**config.mk**
```make
export PLATFORM = sky130hd
export DESIGN_NAME = bsis_ctrl
export DESIGN_NICKNAME = d
export VERILOG_FILES = /design/src/design/bsis_pkg.sv /design/src/design/bsis_ctrl.sv
export SDC_FILE = /design/constraint.sdc
export NUM_CORES = 1
export LEC_CHECK = 0
export BUFFER_PORTS_ARGS = -buffer_cell sky130_fd_sc_hd__buf_2
export CAP_MARGIN = 25
export CORE_AREA = 2 2 39 41
export DETAILED_ROUTE_END_ITERATION = 10
export DIE_AREA = 0 0 41 43
export GPL_TIMING_DRIVEN = 0
export SLEW_MARGIN = 20
export SYNTH_ARGS = -nofsm -noshare
export SYNTH_HDL_FRONTEND = slang
export SYNTH_SLANG_ARGS = --single-unit
export TNS_END_PERCENT = 10
```
**constraint.sdc**
```tcl
create_clock -name clk -period 1.7 [get_ports clk]
set_clock_uncertainty 0.15 [all_clocks]
set_input_delay 0.085 -clock clk [delete_from_list [all_inputs] [get_ports clk]]
set_output_delay 0.085 -clock clk [all_outputs]
set_load 0.1 [all_outputs]
```
**src/design/bsis_pkg.sv**
```systemverilog
// Shared types, sizes and codes for the binary search tree set block.
`default_nettype none

package bsis_pkg;

	// Node store size and derived widths.
	localparam int CAPACITY  = 256;
	localparam int IDX_W     = $clog2(CAPACITY);
	localparam int LINK_W    = IDX_W + 1;
	localparam int KEY_WIDTH = 32;
	localparam int RES_IDX_W = 8;
	localparam int STATUS_W  = 3;

	// A link is empty when it is not below the node count; all ones always is.
	localparam logic [LINK_W-1:0] LINK_NULL = '1;

	// Operation codes.
	localparam logic FUNC_ADD    = 1'b0;
	localparam logic FUNC_SEARCH = 1'b1;

	// Result status codes.
	localparam logic [STATUS_W-1:0] ST_INSERTED  = 3'd0;
	localparam logic [STATUS_W-1:0] ST_PRESENT   = 3'd1;
	localparam logic [STATUS_W-1:0] ST_FOUND     = 3'd2;
	localparam logic [STATUS_W-1:0] ST_NOT_FOUND = 3'd3;
	localparam logic [STATUS_W-1:0] ST_FULL      = 3'd4;

	// Which link of the parent an append hangs the new node on.
	localparam logic [1:0] SLOT_ROOT    = 2'd0;
	localparam logic [1:0] SLOT_LESS    = 2'd1;
	localparam logic [1:0] SLOT_GREATER = 2'd2;

	// Source of the reported node index.
	localparam logic [1:0] IDX_ZERO  = 2'd0;
	localparam logic [1:0] IDX_CUR   = 2'd1;
	localparam logic [1:0] IDX_COUNT = 2'd2;

	// Request and response payloads.
	typedef struct packed {
		logic                        func;
		logic signed [KEY_WIDTH-1:0] key;
	} bsis_req_t;

	typedef struct packed {
		logic [STATUS_W-1:0]  status;
		logic [RES_IDX_W-1:0] node_index;
	} bsis_rsp_t;

	// Commands from the controller to the datapath.
	typedef struct packed {
		logic                capture;
		logic                step;
		logic                append;
		logic                link;
		logic                res_set;
		logic [STATUS_W-1:0] res_code;
		logic [1:0]          idx_sel;
		logic                out_load;
	} bsis_cmd_t;

	// Status from the datapath to the controller.
	typedef struct packed {
		logic cur_valid;
		logic key_eq;
		logic is_search;
		logic store_full;
	} bsis_sts_t;

endpackage

`default_nettype wire

```
**src/design/bsis_ctrl.sv**
```systemverilog
// Controller state machine of the tree set: sequences walk, append, link and output.
`default_nettype none

module bsis_ctrl (
	input  wire                 clk,
	input  wire                 arst_n,
	input  wire                 req_valid,
	output logic                req_ready,
	output logic                rsp_valid,
	input  wire                 rsp_ready,
	input  bsis_pkg::bsis_sts_t sts,
	output bsis_pkg::bsis_cmd_t cmd
);

	localparam logic [1:0] S_IDLE = 2'd0;
	localparam logic [1:0] S_WALK = 2'd1;
	localparam logic [1:0] S_LINK = 2'd2;
	localparam logic [1:0] S_DONE = 2'd3;

	logic [1:0] state_q;
	logic [1:0] state_nxt;
	logic       rsp_valid_q;

	assign req_ready = state_q == S_IDLE;
	assign rsp_valid = rsp_valid_q;

	// Next state and commands.
	always_comb begin
		state_nxt = state_q;
		cmd       = '0;
		case (state_q)
			S_IDLE: begin
				if (req_valid) begin
					cmd.capture = 1'b1;
					state_nxt   = S_WALK;
				end
			end
			S_WALK: begin
				if (sts.cur_valid && sts.key_eq) begin
					cmd.res_set  = 1'b1;
					cmd.res_code = sts.is_search ? bsis_pkg::ST_FOUND : bsis_pkg::ST_PRESENT;
					cmd.idx_sel  = bsis_pkg::IDX_CUR;
					state_nxt    = S_DONE;
				end else if (sts.cur_valid) begin
					cmd.step = 1'b1;
				end else if (sts.is_search) begin
					cmd.res_set  = 1'b1;
					cmd.res_code = bsis_pkg::ST_NOT_FOUND;
					cmd.idx_sel  = bsis_pkg::IDX_ZERO;
					state_nxt    = S_DONE;
				end else if (sts.store_full) begin
					cmd.res_set  = 1'b1;
					cmd.res_code = bsis_pkg::ST_FULL;
					cmd.idx_sel  = bsis_pkg::IDX_ZERO;
					state_nxt    = S_DONE;
				end else begin
					cmd.append = 1'b1;
					state_nxt  = S_LINK;
				end
			end
			S_LINK: begin
				cmd.link     = 1'b1;
				cmd.res_set  = 1'b1;
				cmd.res_code = bsis_pkg::ST_INSERTED;
				cmd.idx_sel  = bsis_pkg::IDX_COUNT;
				state_nxt    = S_DONE;
			end
			S_DONE: begin
				if (!rsp_valid_q || rsp_ready) begin
					cmd.out_load = 1'b1;
					state_nxt    = S_IDLE;
				end
			end
			default: begin
				state_nxt = S_IDLE;
			end
		endcase
	end

	// State register and output valid flag.
	always_ff @(posedge clk or negedge arst_n) begin
		if (!arst_n) begin
			state_q     <= S_IDLE;
			rsp_valid_q <= 1'b0;
		end else begin
			state_q <= state_nxt;
			if (cmd.out_load) begin
				rsp_valid_q <= 1'b1;
			end else if (rsp_ready) begin
				rsp_valid_q <= 1'b0;
			end
		end
	end

endmodule

`default_nettype wire

```
Word-level counts from Yosys, hierarchy flattened
Cells that the tools add are included.
{"block": "totals", "output_inout_bits": 13, "in_bits": 8, "latch_bits": 0, "ramBits": 0, "wordCells": 40, "romBits": 0, "mem_count": 0, "ff_bits": 3}
{"block": "op_classes", "mul": 0, "n_bitwise": 0, "div": 0, "add_sub_neg": 0, "shift": 0, "n_reduce_logical": 6, "muxes": 26, "magnitude_cmp": 0, "eq_ne": 6}
{"op": "$mux W6", "n": 4}
{"op": "$mux W2", "n": 8}
{"op": "$mux W1", "n": 12}
{"op": "$pmux W6 S2", "n": 1}
{"op": "$pmux W2 S4", "n": 1}
{"op": "$eq A2 B2 Y1 const B", "n": 2}
{"op": "$ne A2 B2 Y1 const B", "n": 2}
{"op": "$ne A3 B3 Y1 const B", "n": 1}
{"op": "$reduce_and A3 Y1", "n": 1}
{"op": "$eq A2 B1 Y1 const B", "n": 1}
{"op": "$logic_not A2 Y1", "n": 1}
{"op": "$reduce_bool A2 Y1", "n": 1}
{"op": "$logic_and A1 B1 Y1", "n": 1}
{"op": "$logic_not A1 Y1", "n": 1}
{"op": "$logic_or A1 B1 Y1", "n": 1}

Longest topological paths before layout
Gate-level depths: netlist of the first run.
{"block": "depth", "ltp_word": 5, "depth_mapped": 5, "mapped_depth_nobuf": 5}

Worst setup path after synthesis of the first run
No wires, ideal clock.
{"block": "synth_timing", "path_kind": "register -> output", "from": "reg state_q[0]", "to": "out cmd[5] (netlist name)", "path_buffers": 0, "setup_slack_ns": -2.542, "stages_incl_launch_ff": 5, "arrival_ns": 4.007, "required_time_ns": 1.465, "cell_sequence": "dfrtp_1 inv_1 ha_1 nand2_1 nor4b_1"}
{"element": "start, declared", "line_no": "bsis_ctrl.sv:20", "source": "logic [1:0] state_q;"}
{"element": "start signal, assigned", "line_no": "bsis_ctrl.sv:86", "source": "state_q <= state_nxt;"}
{"element": "end, declared", "line_no": "bsis_ctrl.sv:12", "source": "output bsis_pkg::bsis_cmd_t cmd"}

==> impl_metrics.toml, run 1 <==
[status]
run_status = "complete, but fails checks"
violations = "setup timing"

[cells_and_area]
design_area_um2 = 686
final_common_cell = "buf_2"
area_delta_synth_final_pct = 87.0
seqCellArea_um2 = 76.3
multi_input_area_um2 = 352
nets = 80
fillers = 141
n_antenna_cell = 0
drive_above_1_share_pct = 77.3
mostFrequentLayoutCells = "buf_2, buf_4, clkbuf_4"
final_core_util_pct = 49.5

[cts]
cts_root_buf = "clkbuf_4"
clock-sinks = 3
clk_pin_slew_ps = 40
clkLatencyLatePin_ps = 240
htreeDepth = 1
cts_tree = "yes"
clk_path_buf_depth = 2
cts_buffers = 3

[sta]
min_period_ps = 1760
setup_viol = 3
finalCritPeriodShare_pct = 104
slew_viol_final = 0
worstMarginPinSlew_ps = 484
final-hold-violation-count = 0
rsz0062_at_grt = "true"
maxSlewHeadroom_pct = 67.9
max_freq_ghz = 0.568
setup_ws_ps = -60.8

[critical_path]
crit_family = "flip-flops"
start_kind = "flop"
slowest_delay_ps = 360
critPathRequiredTime_ps = 1460
crit_fanout = 4
crit_chain = "inv_2 -> ha_4 -> nand2_4 -> nor4b_4 -> buf_6"
critical_path_arrival_ps = 1530
cp_slowest_cell = "dfrtp_1"
worstSetupEndpointType = "output pin"
cp_num_buf_inv = 2
path_class = "flop to output pin"

[detailed_routing]
drtIter0Drc = 4
wl_met2_um = 402
first_pass_iters = 4
antenna_left = 0
drc = 0
top_layer = "met4"
routed_wl_um = 848
via_per_inst = 4.67
vias = 383
dr_wl_met3_um = 40
wl_per_cell_um = 10.3
wl_met1_um = 363

[yosys]
synth.area.top_cells = "dfrtp_1, ha_1, nor2b_4"
netlist_area_um2 = 367
synth_top_area_share_pct = 20.5
ys_seq_elements = 3
yosysWarnings = 0
ys_seq_area_share_pct = 20.5
syn-num-nets = 52
syn_inst = 39
synth_cell_types = 22
yosysTopAreaCell = "dfrtp_1"
synth.avg_cell_area_um2 = 9.40

[floorplanning]
die_x_um = 41
dieHeight_um = 43
ioPinCount = 21
rows = 14
core_um2 = 1380
die-area_um2 = 1760
start_util_pct = 26.5

[global_route]
grt.overflow.total = 0
antenna_found_initial = 0
grt_pass1_wl_mm = 1.55
grt_pass1_vias = 364
grt_start_max_net_pins = 7
grt.total_usage_pct = 14.1

[run]
max-cap-violations = 0

[hold_path]
min_path_type = "primary input to asynchronous set/reset pin"

[placed_design]
portBuffers = 20
place_area_um2 = 562
dpl.hpwl_um = 661
gp_congestion = 0.713
[kinds of logic (layout without fill, tap and decap cells)]
| logic type | count (synthesis) | after routing | synth area share, % |
|---|---|---|---|
| AO/OA/AOI/OAI | 7 | 7 | 19.5 |
| multiplexers | 2 | 2 | 6.14 |
| flip-flops | 3 | 3 | 20.5 |
| adder cells (fa/ha/maj) | 5 | 5 | 17.1 |
| AND/OR/NAND/NOR | 18 | 18 | 31.7 |
| buffers and inverters | 4 | 31 | 5.12 |
[synth_stat cells]
cell type	instances
nor4b_1	1
or2_2	1
inv_1	3
and2_2	1
nand2_1	3
ha_1	5
o21a_1	1
buf_4	1
nor2_1	3
a222oi_1	2
nor3b_1	2
and2_1	2
a211o_2	1
dfrtp_1	3
nor2b_1	1
a221oi_2	1
nor3_1	2
a22o_2	1
mux2_2	1
mux2_1	1
nor2b_4	2
a31o_2	1
[layout make-up]
class / count / share of cell area (%)
Multi-Input combinational cell: 32 / 51.3
Timing Repair Buffer: 23 / 27.7
Sequential cell: 3 / 11.1
Clock buffer: 4 / 3.83
Tap cell: 16 / 2.92
Inverter: 3 / 2.01
Buffer: 1 / 1.09
[registers in the layout, summed over array words and instances, names as in the netlist]
name and flops:
state_q 2, rsp_valid 1
[metrics by stage]
step / std cells / setup WS, ps / TNS [ps] / hold WS, ps
global placement: 75 / -146 / -211 / -269
CTS: 82 / -70.4 / -134 / 25.0
detailed placement: 75 / -149 / -206 / -264
global route: 82 / -150 / -467 / 54.2
finish: 82 / -60.8 / -145 / 40.9
floorplan: 39 / -472 / -1810 / -361
[per-layer routing]
layer | global-route usage, % | vias up
met4 | 16.0 | 0
li1 | - | 194
met3 | 3.14 | 4
met2 | 16.6 | 12
met1 | 18.3 | 173
met5 | 0 | -
[worst paths after layout]
check / cells after the start / end / slack [ps] / start
setup reg to reg: 4 / state_q[1] / -20 / state_q[0]
max in group asynchronous: 2 / state_q[0] / 1240 / arst_n
hold / removal: 2 / state_q[0] / 40 / arst_n
hold reg to reg: 2 / state_q[0] / 440 / state_q[0]
min in group clk: 4 / state_q[0] / 90 / req_valid
setup / recovery: 5 / cmd[5] / -60 / state_q[1]
[what timing repair did]
action                                 in CTS  in global routing
endpoints found under the hold margin       3                  0
setup buffers                               2                  0
setup endpoints to repair                  10                  8
gates resized for setup                    15                  7
pin swaps                                   3                  0
hold buffers                                1                  0
Power of run 1 is left out: the tool's default activity adds up to more than one toggle a clock period on the data nets, which glitch-free logic cannot reach.
==> run 2: changes to the inputs <==
--- a/config.mk
+++ b/config.mk
@@ -11,6 +11,7 @@
 export DETAILED_ROUTE_END_ITERATION = 10
 export DIE_AREA = 0 0 41 43
 export GPL_TIMING_DRIVEN = 0
+export SETUP_SLACK_MARGIN = 0.05
 export SLEW_MARGIN = 20
 export SYNTH_ARGS = -nofsm -noshare
 export SYNTH_HDL_FRONTEND = slang
==> constraint.sdc (replaced) <==
create_clock -name clk -period 1.55 [get_ports clk]
set_clock_uncertainty 0.15 [all_clocks]
set_input_delay 0.0775 -clock clk [delete_from_list [all_inputs] [get_ports clk]]
set_output_delay 0.0775 -clock clk [all_outputs]
set_load 0.02 [all_outputs]
==> impl_metrics.toml, run 2 (synthesis results as in run 1) <==
[power]
p_sw_mw = 0.643
p_leak_nw = 0.326
p_clk_share_pct = 9.4
power_density_nw_per_um2 = 2130
swShare_pct = 45.4
p_int_mw = 0.774
power_frac_seq_pct = 12.1
combPwrFrac_pct = 78.5
ir_drop_uv = 658

[critical_path]
path_class = "flop to output pin"
crit_fanout = 6
critPathRequiredTime_ps = 1320
critical_path_arrival_ps = 1460
worstSetupEndpointType = "output pin"
start_kind = "flop"

[floorplanning]
die-area_um2 = 1760
rows = 14
core_um2 = 1380
ioPinCount = 21
dieHeight_um = 43
die_x_um = 41
start_util_pct = 26.5

[placed_design]
gp_congestion = 0.701
portBuffers = 20
dpl.hpwl_um = 714

[cts]
cts_buffers = 3
cts_tree = "yes"
clock-sinks = 3
clk_path_buf_depth = 2
clkLatencyLatePin_ps = 230
cts_root_buf = "clkbuf_4"
htreeDepth = 1
clk_pin_slew_ps = 40

[cells_and_area]
final_core_util_pct = 48.1
fillers = 150
area_delta_synth_final_pct = 81.6
largest-register = "state_q"
largest_reg_flops = 2
nets = 83
drive_above_1_share_pct = 69.6
mostFrequentLayoutCells = "buf_2, buf_4, buf_6"
final_common_cell = "buf_2"
n_antenna_cell = 0

[global_route]
grt.overflow.total = 0
antenna_found_initial = 0
grt_start_max_net_pins = 7
grt_pass1_vias = 369
grt_pass1_wl_mm = 1.53
grt.total_usage_pct = 12.3

[sta]
setup_viol = 6
max_freq_ghz = 0.594
rsz0062_at_grt = "true"
slew_viol_final = 0
setup_ws_ps = -134
whs_ps = 26.3
min_period_ps = 1680
maxSlewHeadroom_pct = 72.9
worstMarginPinSlew_ps = 406
finalCritPeriodShare_pct = 109
final-hold-violation-count = 0

[detailed_routing]
first_pass_iters = 4
drc = 0
antenna_left = 0
drtIter0Drc = 9
vias = 399
via_per_inst = 4.69
wl_per_cell_um = 11.7
routed_wl_um = 997

[status]
violations = "setup timing"
run_status = "complete, but fails checks"

[hold_path]
min_path_type = "primary input to asynchronous set/reset pin"

[run]
max-cap-violations = 0
## run 2: cell count changes in the layout (fill, tap and decap cells not counted), sizes merged
cell	previous run	this run
buf	22	26
clkbuf	5	4
## run 2: metrics by stage
stage | power, mW | instance area (µm²) | std cells | worst slack (ps) | setup TNS (ps)
after global placement | 0.966 | 505 | 75 | -150 | -258
after floorplan | 0.772 | 385 | 39 | -67.6 | -131
after detailed placement | 0.980 | 505 | 75 | -154 | -284
after global routing | 1.53 | 666 | 85 | -188 | -982
final | 1.42 | 666 | 85 | -134 | -509
after CTS | 1.32 | 611 | 85 | -187 | -643
## run 2: worst max-delay path, cell delays in order, from the launching register on
cell     delay (ps)
dfrtp_2         440
buf_6           130
ha_4            170
nor3b_2         160
o21a_1          190
buf_6           130
## run 2: power groups by stage
| stage | sequential [mW] | clock (mW) | combinational (mW) |
|---|---|---|---|
| 3_3_place_gp | 0.173 | 0 | 0.793 |
| 3_5_place_dp | 0.173 | 0 | 0.807 |
| 4_1_cts | 0.170 | 0.136 | 1.01 |
| 6_report | 0.171 | 0.133 | 1.11 |
| 2_1_floorplan | 0.177 | 0 | 0.596 |
| 5_1_grt | 0.179 | 0.146 | 1.20 |
## run 2: metal layers
layer | track usage [%] | vias up | share of wire (%) | wire length (µm)
met4 | 4.00 | 0 | 0 | 0
li1 | - | 201 | - | -
met5 | 0 | - | 0 | 0
met2 | 19.4 | 9 | 56 | 560
met3 | 1.57 | 0 | 3.0 | 30
met1 | 16.6 | 189 | 41 | 407
## run 2: final cells by class
| class | instances | area [µm²] | area share, % |
|---|---|---|---|
| Tap cell | 16 | 20.0 | 3.01 |
| Clock buffer | 4 | 26.3 | 3.95 |
| Timing Repair Buffer | 26 | 181 | 27.3 |
| Buffer | 1 | 7.51 | 1.13 |
| Multi-Input combinational cell | 32 | 340 | 51.1 |
| Inverter | 3 | 13.8 | 2.07 |
| Sequential cell | 3 | 76.3 | 11.5 |
## run 2: final timing paths
path                              end  slack (ps)        from  cells after the start
max in group asynchronous  state_q[0]        1110      arst_n                      2
max                            cmd[6]        -130  state_q[0]                      5
min in group clk           state_q[0]         110   req_valid                      4
max reg2reg                state_q[1]        -120  state_q[0]                      4
min                        state_q[1]          30      arst_n                      2
min reg2reg                state_q[0]         500  state_q[0]                      2
## run 2: what timing repair did
item / in CTS / in global routing
endpoints found under the hold margin: 3 / 0
hold buffers: 1 / 0
pin swaps: 3 / 3
gates cloned: 0 / 0
resized for setup: 10 / 13
setup endpoints to repair: 10 / 11
setup buffers: 5 / 0
Note: power is estimated with default switching activity, not from simulation.
==> run 3: changes to the inputs <==
==> constraint.sdc (replaced) <==
create_clock -name clk -period 1.55 [get_ports clk]
set_clock_uncertainty 0.15 [all_clocks]
set_input_delay 0.0775 -clock clk [delete_from_list [all_inputs] [get_ports clk]]
set_output_delay 0.0775 -clock clk [all_outputs]
set_load 0.005 [all_outputs]
==> impl_metrics.toml, run 3 (synthesis results as in run 1) <==
[status]
run_status = "complete, but fails checks"
violations = "setup timing"

[run]
max-cap-violations = 0

[power]
ir_drop_uv = 529
combPwrFrac_pct = 74.3
p_int_mw = 0.713
power_density_nw_per_um2 = 1900
p_sw_mw = 0.458
swShare_pct = 39.1
power_frac_seq_pct = 14.4
p_clk_share_pct = 11.3
p_leak_nw = 0.314

[critical_path]
r2r_cells = 4
r2r_slack_ps = -80
crit_chain = "buf_6 -> ha_4 -> nor3b_2 -> o21a_1 -> buf_2"
critPathRequiredTime_ps = 1320
worstSetupEndpointType = "output pin"
reg2reg_to = "state_q[1]"
slowest_delay_ps = 430
crit_fanout = 6
start_kind = "flop"
critical_path_arrival_ps = 1400
cp_slowest_cell = "dfrtp_2"
path_class = "flop to output pin"
r2r-start = "state_q[0]"

[floorplanning]
die-area_um2 = 1760
core_um2 = 1380
start_util_pct = 26.5
ioPinCount = 21
rows = 14
dieHeight_um = 43
die_x_um = 41

[sta]
worstMarginPinSlew_ps = 397
min_period_ps = 1630
setup_ws_ps = -81.9
final-hold-violation-count = 0
rsz0062_at_grt = "true"
slew_viol_final = 0
setup_viol = 5
finalCritPeriodShare_pct = 105
maxSlewHeadroom_pct = 73.5
max_freq_ghz = 0.613

[global_route]
grt_start_max_net_pins = 7
antenna_found_initial = 0
grt_pass1_wl_mm = 1.41
grt.total_usage_pct = 11.3
grt_pass1_vias = 351
grt.overflow.total = 0

[cts]
clock-sinks = 3
clk_path_buf_depth = 2
cts_root_buf = "clkbuf_4"
htreeDepth = 1
clk_pin_slew_ps = 40
cts_buffers = 3
cts_tree = "yes"
clkLatencyLatePin_ps = 230

[cells_and_area]
design_area_um2 = 617
area_delta_synth_final_pct = 68.3
drive_above_1_share_pct = 72.5
largest_reg_flops = 2
mostFrequentLayoutCells = "buf_2, buf_4, nor2_1, clkbuf_4"
finalNonFillerCells = 85
final_common_cell = "buf_2"
largest-register = "state_q"
nets = 83
final_core_util_pct = 44.6
n_antenna_cell = 0

[detailed_routing]
via_per_inst = 4.64
drc = 0
drtIter0Drc = 9
wl_per_cell_um = 10.6
dr_wl_met3_um = 41
first_pass_iters = 4
antenna_left = 0
vias = 394
routed_wl_um = 897
wl_met1_um = 418
wl_met2_um = 437
top_layer = "met3"

[hold_path]
min_path_type = "primary input to asynchronous set/reset pin"

[placed_design]
portBuffers = 20
gp_congestion = 0.689
place_area_um2 = 499
dpl.hpwl_um = 649
dp.cells = 75
## run 3: layout make-up
class                           count  area (µm²)
Buffer                              1        7.51
Clock buffer                        4        26.3
Fill cell                         148         767
Inverter                            3        11.3
Multi-Input combinational cell     32         324
Sequential cell                     3        76.3
Tap cell                           16        20.0
Timing Repair Buffer               26         151
## run 3: power groups by stage
| stage | Clock [mW] | Sequential [mW] | Combinational, mW |
|---|---|---|---|
| finish | 0.133 | 0.169 | 0.870 |
| global route | 0.151 | 0.170 | 0.958 |
| CTS | 0.138 | 0.166 | 0.825 |
| detailed placement | 0 | 0.174 | 0.656 |
| global placement | 0 | 0.173 | 0.651 |
| floorplan | 0 | 0.161 | 0.467 |
## run 3: worst max path at each step
stage	from	end	slack [ps]	depth (start not counted)
after floorplan	state_q[0]	state_q[1]	-60	4
after global placement	state_q[1]	state_q[1]	-160	4
after detailed placement	state_q[0]	state_q[1]	-180	4
after CTS	state_q[1]	cmd[5]	-70	5
after global routing	state_q[1]	cmd[4]	-140	5
final	state_q[0]	cmd[6]	-80	5
## run 3: worst max-delay path: cells and delay by family, from the launching register on
kind | cells | cell delay [ps]
and+or+nand+nor | 1 | 150
AOI/OAI and AO/OA | 1 | 170
adders and majority gates | 1 | 180
buffers and inverters | 2 | 260
DFF | 1 | 430
## run 3: layer usage
layer,vias up,track usage [%]
li1,204,-
met1,179,15.7
met2,11,16.3
met3,0,3.14
met4,0,4.00
met5,-,0
## run 3: through the flow
| step | setup TNS, ps | worst slack (ps) | power [mW] | hold slack, ps |
|---|---|---|---|---|
| floorplan | -58.9 | -58.9 | 0.628 | -368 |
| global placement | -203 | -157 | 0.824 | -274 |
| detailed placement | -260 | -177 | 0.830 | -272 |
| CTS | -287 | -72.9 | 1.13 | 20.8 |
| global route | -657 | -138 | 1.28 | 33.7 |
| finish | -303 | -81.9 | 1.17 | 26.3 |
## run 3: repair_timing
action	CTS	global route
hold buffers	1	0
pin swaps	4	2
resized for setup	8	5
hold endpoints to repair	3	0
setup endpoints to repair	9	11
setup buffers	5	0
